<file path="src/rtl/mrts_pkg.sv">
// ----------------------------------------------------------------------------
// mrts_pkg
// Shared types and constants of the minimum-runtime task scheduler.
// ----------------------------------------------------------------------------
package mrts_pkg;

   // default sizing
   localparam int TASK_COUNT_DEF   = 16;
   localparam int RUNTIME_BITS_DEF = 32;
   localparam int SLICE_W          = 16;
   localparam int TASK_ID_W        = 4;
   localparam logic [SLICE_W-1:0] SLICE_RESET = 16'd10;

   // operation codes
   localparam logic [1:0] OP_ACTIVATE = 2'd0;
   localparam logic [1:0] OP_RESCHED  = 2'd1;
   localparam logic [1:0] OP_TICK     = 2'd2;

   // task state codes
   localparam logic [2:0] ST_UNUSED   = 3'd0;
   localparam logic [2:0] ST_RUNNABLE = 3'd1;
   localparam logic [2:0] ST_RUNNING  = 3'd2;
   localparam logic [2:0] ST_SLEEPING = 3'd3;
   localparam logic [2:0] ST_DEEP     = 3'd4;
   localparam logic [2:0] ST_ZOMBIE   = 3'd5;

   // reschedule target codes as carried in target_state
   localparam logic [1:0] TGT_RUNNABLE = 2'd0;
   localparam logic [1:0] TGT_SLEEPING = 2'd1;
   localparam logic [1:0] TGT_DEEP     = 2'd2;
   localparam logic [1:0] TGT_ZOMBIE   = 2'd3;

   // request transaction
   typedef struct packed {
      logic [1:0]           op;
      logic [TASK_ID_W-1:0] task_id;
      logic                 on_alert;
      logic [1:0]           target_state;
      logic                 running_killed;
   } req_type;

   // response transaction
   typedef struct packed {
      logic                 accepted;
      logic [TASK_ID_W-1:0] running_task;
      logic                 switched;
   } rsp_type;

   // read address source of the task tables
   typedef enum logic [1:0] {
      RD_TID,
      RD_CUR,
      RD_SCAN
   } rd_sel_type;

   // controller to datapath
   typedef struct packed {
      logic       load_req;
      logic       rd_en;
      rd_sel_type rd_sel;
      logic       act_commit;
      logic       tick_commit;
      logic       apply_commit;
      logic       scan_start;
      logic       scan_step;
      logic       pick_commit;
   } cmd_type;

   // datapath to controller
   typedef struct packed {
      logic [1:0] op;
      logic       res_blocked;
      logic       scan_last;
   } sts_type;

   // controller states
   typedef enum logic [3:0] {
      S_IDLE,
      S_DISPATCH,
      S_ACT_EVAL,
      S_TICK_ADD,
      S_RES_APPLY,
      S_SCAN,
      S_DRAIN,
      S_PICK,
      S_DONE
   } ctl_state_type;

   // target_state field to stored state code
   function automatic logic [2:0] target_code(input logic [1:0] tgt);
      logic [2:0] code;
      unique case (tgt)
         TGT_RUNNABLE: code = ST_RUNNABLE;
         TGT_SLEEPING: code = ST_SLEEPING;
         TGT_DEEP:     code = ST_DEEP;
         TGT_ZOMBIE:   code = ST_ZOMBIE;
         default:      code = ST_RUNNABLE;
      endcase
      return code;
   endfunction

endpackage

</file>
<file path="src/rtl/mrts_ctrl.sv">
// ----------------------------------------------------------------------------
// mrts_ctrl
// Sequencing state machine: dispatches each request, steps the ready-set
// scan and raises the response strobe.
// ----------------------------------------------------------------------------
module mrts_ctrl
   import mrts_pkg::*;
(
   input  logic    clock,
   input  logic    reset,
   input  logic    start,
   output logic    busy,
   output logic    rsp_valid,
   input  sts_type sts,
   output cmd_type cmd
);

   ctl_state_type state_ff;
   ctl_state_type state_in;

   // state register
   always_ff @(posedge clock) begin
      if (reset) begin
         state_ff <= S_IDLE;
      end else begin
         state_ff <= state_in;
      end
   end

   // next state and commands
   always_comb begin
      state_in  = state_ff;
      cmd       = '0;
      busy      = 1'b1;
      rsp_valid = 1'b0;
      unique case (state_ff)
         S_IDLE: begin
            busy = 1'b0;
            if (start) begin
               cmd.load_req = 1'b1;
               state_in     = S_DISPATCH;
            end
         end
         S_DISPATCH: begin
            unique case (sts.op)
               OP_ACTIVATE: begin
                  cmd.rd_en  = 1'b1;
                  cmd.rd_sel = RD_TID;
                  state_in   = S_ACT_EVAL;
               end
               OP_RESCHED: begin
                  state_in = S_RES_APPLY;
               end
               OP_TICK: begin
                  cmd.rd_en  = 1'b1;
                  cmd.rd_sel = RD_CUR;
                  state_in   = S_TICK_ADD;
               end
               default: begin
                  state_in = S_DONE;
               end
            endcase
         end
         S_ACT_EVAL: begin
            cmd.act_commit = 1'b1;
            state_in       = S_DONE;
         end
         S_TICK_ADD: begin
            cmd.tick_commit = 1'b1;
            state_in        = S_RES_APPLY;
         end
         S_RES_APPLY: begin
            if (sts.res_blocked) begin
               state_in = S_DONE;
            end else begin
               cmd.apply_commit = 1'b1;
               cmd.scan_start   = 1'b1;
               state_in         = S_SCAN;
            end
         end
         S_SCAN: begin
            cmd.rd_en     = 1'b1;
            cmd.rd_sel    = RD_SCAN;
            cmd.scan_step = 1'b1;
            if (sts.scan_last) begin
               state_in = S_DRAIN;
            end
         end
         S_DRAIN: begin
            // last scanned entry is compared in this cycle
            state_in = S_PICK;
         end
         S_PICK: begin
            cmd.pick_commit = 1'b1;
            state_in        = S_DONE;
         end
         S_DONE: begin
            rsp_valid = 1'b1;
            state_in  = S_IDLE;
         end
         default: begin
            state_in = S_IDLE;
         end
      endcase
   end

endmodule

</file>
<file path="src/rtl/mrts_datapath.sv">
// ----------------------------------------------------------------------------
// mrts_datapath
// Task state and runtime tables, running task, slice register, saturating
// runtime adder and the minimum-runtime tracker of the ready-set scan.
// ----------------------------------------------------------------------------
module mrts_datapath
   import mrts_pkg::*;
#(
   parameter int TASK_COUNT   = TASK_COUNT_DEF,
   parameter int RUNTIME_BITS = RUNTIME_BITS_DEF
) (
   input  logic               clock,
   input  logic               reset,
   input  req_type            req_data,
   input  cmd_type            cmd,
   output sts_type            sts,
   output rsp_type            rsp_data,
   input  logic               csr_valid,
   output logic               csr_ready,
   input  logic [SLICE_W-1:0] csr_data
);

   localparam int TASK_BITS = $clog2(TASK_COUNT);
   localparam int ID_W      = (TASK_BITS > TASK_ID_W) ? TASK_BITS : TASK_ID_W;
   localparam int SUM_W     = ((RUNTIME_BITS > SLICE_W) ? RUNTIME_BITS : SLICE_W) + 1;
   localparam logic [TASK_BITS-1:0]    LAST_IDX    = TASK_BITS'(TASK_COUNT - 1);
   localparam logic [RUNTIME_BITS-1:0] RUNTIME_MAX = '1;

   // request and result registers
   req_type              req_ff;
   logic                 acc_ff;
   logic                 sw_ff;
   logic [TASK_BITS-1:0] cur_ff;
   logic [SLICE_W-1:0]   slice_ff;

   // scan and minimum tracking
   logic [TASK_BITS-1:0]    scan_idx_ff;
   logic                    scan_pend_ff;
   logic                    found_ff;
   logic [TASK_BITS-1:0]    best_idx_ff;
   logic [RUNTIME_BITS-1:0] best_rt_ff;

   // task tables
   logic [2:0]              st_mem [TASK_COUNT];
   logic [RUNTIME_BITS-1:0] rt_mem [TASK_COUNT];
   logic [TASK_COUNT-1:0]   st_vld_ff;
   logic [TASK_COUNT-1:0]   rt_vld_ff;
   logic [2:0]              st_rd_ff;
   logic [RUNTIME_BITS-1:0] rt_rd_ff;
   logic                    st_vld_rd_ff;
   logic                    rt_vld_rd_ff;
   logic [TASK_BITS-1:0]    rd_addr_ff;

   logic [ID_W-1:0]         tid_ext;
   logic [ID_W-1:0]         cur_ext;
   logic [TASK_BITS-1:0]    tid_addr;
   logic                    tid_in_range;
   logic [TASK_BITS-1:0]    rd_addr;
   logic [2:0]              st_q;
   logic [RUNTIME_BITS-1:0] rt_q;
   logic                    act_ok;
   logic [2:0]              eff_code;
   logic [SUM_W-1:0]        rt_sum;
   logic [RUNTIME_BITS-1:0] rt_in;
   logic                    st_we;
   logic [TASK_BITS-1:0]    st_wa;
   logic [2:0]              st_wd;
   logic [TASK_BITS-1:0]    next_task;
   logic                    better;

   // task id to table address
   assign tid_ext      = ID_W'(req_ff.task_id);
   assign tid_addr     = tid_ext[TASK_BITS-1:0];
   assign tid_in_range = 32'(req_ff.task_id) < TASK_COUNT;
   assign cur_ext      = ID_W'(cur_ff);

   // read address select
   always_comb begin
      case (cmd.rd_sel)
         RD_TID:  rd_addr = tid_addr;
         RD_CUR:  rd_addr = cur_ff;
         default: rd_addr = scan_idx_ff;
      endcase
   end

   // entries never written read as their reset value
   assign st_q = st_vld_rd_ff ? st_rd_ff
               : ((rd_addr_ff == '0) ? ST_RUNNING : ST_UNUSED);
   assign rt_q = rt_vld_rd_ff ? rt_rd_ff : '0;

   // wake rule
   assign act_ok = tid_in_range &&
                   ((st_q == ST_SLEEPING) || (st_q == ST_UNUSED) ||
                    ((st_q == ST_DEEP) && !req_ff.on_alert));

   // reschedule target and kill check
   assign eff_code = (req_ff.op == OP_TICK) ? ST_RUNNABLE : target_code(req_ff.target_state);

   // saturating runtime add
   assign rt_sum = SUM_W'(rt_q) + SUM_W'(slice_ff);
   assign rt_in  = ((rt_sum >> RUNTIME_BITS) != '0) ? RUNTIME_MAX
                                                    : rt_sum[RUNTIME_BITS-1:0];

   // candidate compare of one scanned entry
   assign better    = (st_q == ST_RUNNABLE) && (!found_ff || (rt_q < best_rt_ff));
   assign next_task = found_ff ? best_idx_ff : '0;

   // state table write port
   always_comb begin
      st_we = 1'b0;
      st_wa = cur_ff;
      st_wd = ST_RUNNING;
      if (cmd.act_commit && act_ok) begin
         st_we = 1'b1;
         st_wa = tid_addr;
         st_wd = ST_RUNNABLE;
      end else if (cmd.apply_commit) begin
         st_we = 1'b1;
         st_wa = cur_ff;
         st_wd = eff_code;
      end else if (cmd.pick_commit) begin
         st_we = 1'b1;
         st_wa = next_task;
         st_wd = ST_RUNNING;
      end
   end

   // table storage and registered read
   always_ff @(posedge clock) begin
      if (st_we) begin
         st_mem[st_wa] <= st_wd;
      end
      if (cmd.tick_commit) begin
         rt_mem[cur_ff] <= rt_in;
      end
      if (cmd.rd_en) begin
         st_rd_ff     <= st_mem[rd_addr];
         rt_rd_ff     <= rt_mem[rd_addr];
         st_vld_rd_ff <= st_vld_ff[rd_addr];
         rt_vld_rd_ff <= rt_vld_ff[rd_addr];
         rd_addr_ff   <= rd_addr;
      end
   end

   // written-entry flags
   always_ff @(posedge clock) begin
      if (reset) begin
         st_vld_ff <= '0;
         rt_vld_ff <= '0;
      end else begin
         if (st_we) begin
            st_vld_ff[st_wa] <= 1'b1;
         end
         if (cmd.tick_commit) begin
            rt_vld_ff[cur_ff] <= 1'b1;
         end
      end
   end

   // control registers
   always_ff @(posedge clock) begin
      if (reset) begin
         cur_ff       <= '0;
         slice_ff     <= SLICE_RESET;
         acc_ff       <= 1'b0;
         sw_ff        <= 1'b0;
         scan_pend_ff <= 1'b0;
         found_ff     <= 1'b0;
         scan_idx_ff  <= '0;
      end else begin
         if (csr_valid) begin
            slice_ff <= csr_data;
         end
         scan_pend_ff <= cmd.scan_step;
         if (cmd.load_req) begin
            acc_ff <= 1'b0;
            sw_ff  <= 1'b0;
         end
         if (cmd.act_commit) begin
            acc_ff <= act_ok;
         end
         if (cmd.scan_start) begin
            scan_idx_ff <= TASK_BITS'(1);
            found_ff    <= 1'b0;
         end else if (cmd.scan_step) begin
            scan_idx_ff <= scan_idx_ff + TASK_BITS'(1);
         end
         if (scan_pend_ff && better) begin
            found_ff <= 1'b1;
         end
         if (cmd.pick_commit) begin
            cur_ff <= next_task;
            acc_ff <= 1'b1;
            sw_ff  <= (next_task != cur_ff);
         end
      end
   end

   // payload registers
   always_ff @(posedge clock) begin
      if (cmd.load_req) begin
         req_ff <= req_data;
      end
      if (scan_pend_ff && better) begin
         best_idx_ff <= rd_addr_ff;
         best_rt_ff  <= rt_q;
      end
   end

   // status and response
   assign sts.op          = req_ff.op;
   assign sts.res_blocked = req_ff.running_killed && (eff_code != ST_ZOMBIE);
   assign sts.scan_last   = (scan_idx_ff == LAST_IDX);

   assign rsp_data.accepted     = acc_ff;
   assign rsp_data.running_task = cur_ext[TASK_ID_W-1:0];
   assign rsp_data.switched     = sw_ff;

   assign csr_ready = 1'b1;

endmodule

</file>
<file path="src/rtl/min_runtime_task_scheduler_unit.sv">
// ----------------------------------------------------------------------------
// min_runtime_task_scheduler_unit
// Single-core task scheduler that runs the ready task of least runtime.
// ----------------------------------------------------------------------------
// Usage: a request is taken at a clock edge with start high and busy low;
// req_data holds op, task_id, on_alert, target_state and running_killed. busy
// stays high until the response, which shows on rsp_data for exactly one
// cycle with rsp_valid high; the receiver cannot stall it, and busy falls
// in the cycle after the strobe.
// An activate reads the task's entry and answers; a tick first adds the slice
// to the running task's runtime and then reschedules; a reschedule scans the
// ready set unless the running task is killed and not made a zombie, when it
// is ignored; an unknown op changes nothing.
// The ready-set scan reads one task table entry per cycle through the single
// read port of the tables.
// A new request may be issued the cycle after the strobe.
// The slice length register is written through csr_valid/csr_data; the user
// must write it only while the block is idle, which the block does not enforce;
// csr_ready is always high.
// Reset: all tasks unused, idle task 0 running, runtimes zero, slice 10; the
// tables need no clearing pass, so a request is taken right after reset.
// ----------------------------------------------------------------------------
module min_runtime_task_scheduler_unit
   import mrts_pkg::*;
#(
   parameter int TASK_COUNT   = TASK_COUNT_DEF,
   parameter int RUNTIME_BITS = RUNTIME_BITS_DEF
) (
   input  logic               clock,
   input  logic               reset,
   input  logic               start,
   output logic               busy,
   input  req_type            req_data,
   output logic               rsp_valid,
   output rsp_type            rsp_data,
   input  logic               csr_valid,
   output logic               csr_ready,
   input  logic [SLICE_W-1:0] csr_data
);

   cmd_type cmd;
   sts_type sts;

   // sequencing
   mrts_ctrl u_ctrl (
      .clock     (clock),
      .reset     (reset),
      .start     (start),
      .busy      (busy),
      .rsp_valid (rsp_valid),
      .sts       (sts),
      .cmd       (cmd)
   );

   // tables and arithmetic
   mrts_datapath #(
      .TASK_COUNT   (TASK_COUNT),
      .RUNTIME_BITS (RUNTIME_BITS)
   ) u_datapath (
      .clock     (clock),
      .reset     (reset),
      .req_data  (req_data),
      .cmd       (cmd),
      .sts       (sts),
      .rsp_data  (rsp_data),
      .csr_valid (csr_valid),
      .csr_ready (csr_ready),
      .csr_data  (csr_data)
   );

endmodule

</file>
<file path="config.mk">
export PLATFORM = sky130hd
export DESIGN_NAME = min_runtime_task_scheduler_unit
export DESIGN_NICKNAME = d
export VERILOG_FILES = /design/src/rtl/mrts_pkg.sv /design/src/rtl/mrts_ctrl.sv /design/src/rtl/mrts_datapath.sv /design/src/rtl/min_runtime_task_scheduler_unit.sv
export SDC_FILE = /design/constraint.sdc
export NUM_CORES = 1
export LEC_CHECK = 0
export BUFFER_PORTS_ARGS = -buffer_cell sky130_fd_sc_hd__buf_2
export CORE_UTILIZATION = 51
export DETAILED_ROUTE_END_ITERATION = 16
export PLACE_DENSITY = 0.63
export SYNTH_ARGS = -nofsm -noshare
export SYNTH_HDL_FRONTEND = slang
export SYNTH_SLANG_ARGS = --single-unit
</file>
<file path="constraint.sdc">
create_clock -name clock -period 6.8 [get_ports clock]
set_input_delay 0 -clock clock [delete_from_list [all_inputs] [get_ports clock]]
set_output_delay 0 -clock clock [all_outputs]
set_load 0.01 [all_outputs]
</file>
==> flow_summary.toml <==
[synthesis]
synthCells = 2443
synth.cell_area_mm2 = 0.0302
synth.distinct_cells = 85
async_reset_ff_share_pct = 0
ys_ff_latch = 711
yosysSeqAreaShare_pct = 68.6
avgSynthCellArea_um2 = 12.4
synth_ff_type = "edfxtp_1"
yosys_warnings = 0
synth-edff-count = 647
syn_nets = 2520

[power_and_ir_drop]
p_sw_mw = 3.59
peakVddDrop_uv = 245
p_seq_share_pct = 44.5
total_power_mw = 11.8
clockPowerShare_pct = 33.5
p_int_mw = 8.17
combPwrFrac_pct = 22.0
power.density_mw_per_mm2 = 346
p_leak_nw = 12.3
sw_frac_of_total_pct = 30.5

[flow_run]
max-cap-violations = 0

[sta]
rsz0062_at_grt = "no"
setup_violations = 0
min_period_ns = 4.65
finalWorstSetupSlack_ns = 2.15
setup_tns_ns = 0
period_share_pct = 68.4
hold_viol = 0
worst_pin_slew_ns = 1.20
skew_ns = 0.0259
slew_viol_final = 0
timing.fmax_mhz = 215
slew_headroom_pct = 19.9

[routing]
vias = 20000
via_per_inst = 5.98
wl_per_cell_um = 23.5
drc = 0
ant_nets = 0
drt-total-wl_mm = 78.3
dr.pass1.iters = 5
drtIter0Drc = 2151

[clock_network]
clkTransAtPathRegs_ns = 0.06
clock-root-buffer = "clkbuf_16"
cts_max_level = 3
clock_latency_ns = 0.62
cts_buffer_depth = 3
post_cts_resized = 0
post-cts-setup-buffer-count = 0
clock_sinks = 711
tritoncts = "built"
cts_buffers = 76

[setup_path]
crit_type = "register to register"
end_kind = "register"
path_cells = "buf_4, and2_1, ha_1, inv_1, fa_1, nand4b_1, and4b_4, or4_4, a21oi_4, o21ai_4, o31a_2, mux2i_1"
r2r-start = "u_datapath.rt_vld_rd_ff"
rr_worst_depth = 12
arrival_ns = 4.88
start_kind = "register"
cp_slowest_cell = "mux2i_1"
crit_fanout = 37
cp.required_ns = 7.03
cpPeakStageDelay_ns = 0.89
r2r_setup_slack_ns = 2.15
r2r_end = "u_datapath.rt_mem[0][30]"

[place]
hpwl_mm = 40.5
dpl_cell_area_mm2 = 0.0311
gp_congestion = 0.864
dp_slack_ns = 2.27
portBuffers = 37

[die]
ioPinCount = 39
die_y_um = 245
core-area_mm2 = 0.0580
start_util_pct = 52.0
dieArea_mm2 = 0.0601
num_rows = 88
die_x_um = 245

[layout]
mostFrequentLayoutCells = "edfxtp_1 (647), nand2_1 (584), nand3_1 (95), o21ai_0 (94), nor2_1 (88)"
drive_gt1_share_pct = 9.80
nets = 2588
syn_to_final_growth_pct = 12.7
final_common_cell = "edfxtp_1"
final_util_pct = 58.6
antenna_cells = 0
finalInstanceArea_mm2 = 0.0340

[grt]
grt_pass1_wl_mm = 118
grt-ovfl-total = 0
antenna_found_initial = 0
grt_max_degree = 110
grt_pass1_vias = 19200
groute.usage.overall_pct = 26.4

[run_status]
status = "completed"

[min_path]
hold_depth = 2
hold_class = "primary input to register"
hold_start = "req_data[6]"
hold_end = "u_datapath.tid_addr[2]"
==> worst max-delay path by stage <==
stage,slack [ns],to,start,cells after the start
5_1_grt,1.97,u_datapath.rt_mem[0][30],u_datapath.rt_vld_rd_ff,12
3_5_place_dp,2.27,u_datapath.rt_mem[0][30],u_datapath.rt_vld_rd_ff,12
2_1_floorplan,1.31,u_datapath.rd_addr_ff[0],u_ctrl.state_ff[0],2
6_report,2.15,u_datapath.rt_mem[0][30],u_datapath.rt_vld_rd_ff,12
3_3_place_gp,2.39,u_datapath.rt_mem[6][30],u_datapath.rt_vld_rd_ff,12
4_1_cts,2.24,u_datapath.rt_mem[2][30],u_datapath.rt_vld_rd_ff,12
==> metal layers <==
metal / track usage, % / vias to the layer above / wire (um)
met1: 38.2 / 9871 / 34400
met3: 3.73 / 125 / 5950
met2: 40.9 / 824 / 36200
met4: 9.10 / 0 / 1810
met5: 0 / - / 0
li1: - / 9131 / -
==> kinds of logic (layout without fill, tap and decap cells) <==
group	Yosys count	in the layout	share of synthesized area [%]
buffers and inverters	200	328	3.16
AOI/OAI and AO/OA	457	457	10.3
DFF	711	711	68.6
xor gates and xnor gates	28	28	0.813
muxes	22	22	0.730
other	1	1	0.0124
and+or+nand+nor	975	975	14.3
adders and majority gates	49	49	2.04
==> per-stage QoR <==
step,instances,hold slack (ns)
floorplan,2443,0.0989
global placement,3139,0.178
detailed placement,3139,0.178
CTS,3336,0.0432
global route,3336,0.0756
finish,3336,0.0854
==> critical path, delay by kind of cell, from the launching register on <==
family | cells | cell delay [ns]
buffers and inverters | 2 | 0.44
adders and majority gates | 2 | 0.60
and+or+nand+nor | 4 | 1.20
DFF | 1 | 0.32
AOI/OAI and AO/OA | 3 | 0.80
muxes | 1 | 0.89
==> synthesized netlist by cell type (4+ instances only) <==
library cell | count | area (um2)
edfxtp_1 | 647 | 19400
nand2_1 | 586 | 2200
nor2_1 | 100 | 375
nand3_1 | 95 | 475
o21ai_0 | 95 | 475
a31oi_1 | 81 | 507
and3_1 | 80 | 500
a211oi_1 | 75 | 563
dfxtp_1 | 64 | 1280
clkbuf_1 | 62 | 233
buf_2 | 59 | 295
inv_1 | 48 | 180
ha_1 | 46 | 576
a21oi_1 | 40 | 200
a22oi_1 | 38 | 285
o221ai_1 | 37 | 324
and2_1 | 25 | 156
o21a_1 | 24 | 180
mux2i_1 | 22 | 220
xnor2_1 | 17 | 149
buf_6 | 12 | 135
nor3_1 | 11 | 55.1
xor2_1 | 11 | 96.3
a21o_1 | 10 | 75.1
nand2_2 | 10 | 62.6
buf_1 | 9 | 33.8
nand2b_1 | 9 | 56.3
nand4_1 | 9 | 56.3
o21ai_1 | 8 | 40.0
nor2b_1 | 7 | 43.8
or3_1 | 6 | 37.5
buf_4 | 5 | 37.5
nand3b_1 | 5 | 37.5
o31ai_1 | 5 | 37.5
nor3b_1 | 4 | 30.0
o22ai_1 | 4 | 25.0
==> power groups by stage <==
stage               Combinational [mW]  Sequential (mW)  Clock [mW]
floorplan                         1.83             5.28           0
global placement                  2.48             5.32           0
detailed placement                2.53             5.32           0
CTS                               2.57             5.23        4.01
global route                      2.84             5.24        4.18
finish                            2.59             5.23        3.93
==> sequential cells by signal, summed over array words and instances, names as in the netlist, 2 cells and up <==
signal,flops
u_datapath.slice_ff,16
u_datapath.best_idx_ff,4
u_datapath.req_ff,4
u_datapath.sts,2
u_datapath.st_mem,48
u_datapath.rt_vld_ff,16
u_datapath.rd_addr_ff,4
u_datapath.rt_mem,512
u_datapath.st_rd_ff,3
u_datapath.best_rt_ff,32
u_datapath.st_vld_ff,16
u_datapath.rt_rd_ff,32
u_datapath.cur_ext,4
u_datapath.scan_idx_ff,4
u_datapath.tid_addr,4
u_ctrl.state_ff,4
==> area by class of cell <==
cell class | instances | area, um2
fill | 4552 | 24000
sequential | 711 | 20700
multi-input combinational | 1532 | 8670
clock buffer | 94 | 2030
timing repair buffer | 140 | 1130
tap | 765 | 957
clock inverter | 44 | 332
inverter | 50 | 193
==> timing repair <==
| item | 4_1_cts | 5_1_grt |
|---|---|---|
| endpoints found under the hold margin | 64 | 0 |
| setup endpoints to repair | 0 | 0 |
| hold buffers | 59 | 0 |
Power figures use the tool's default switching activity.
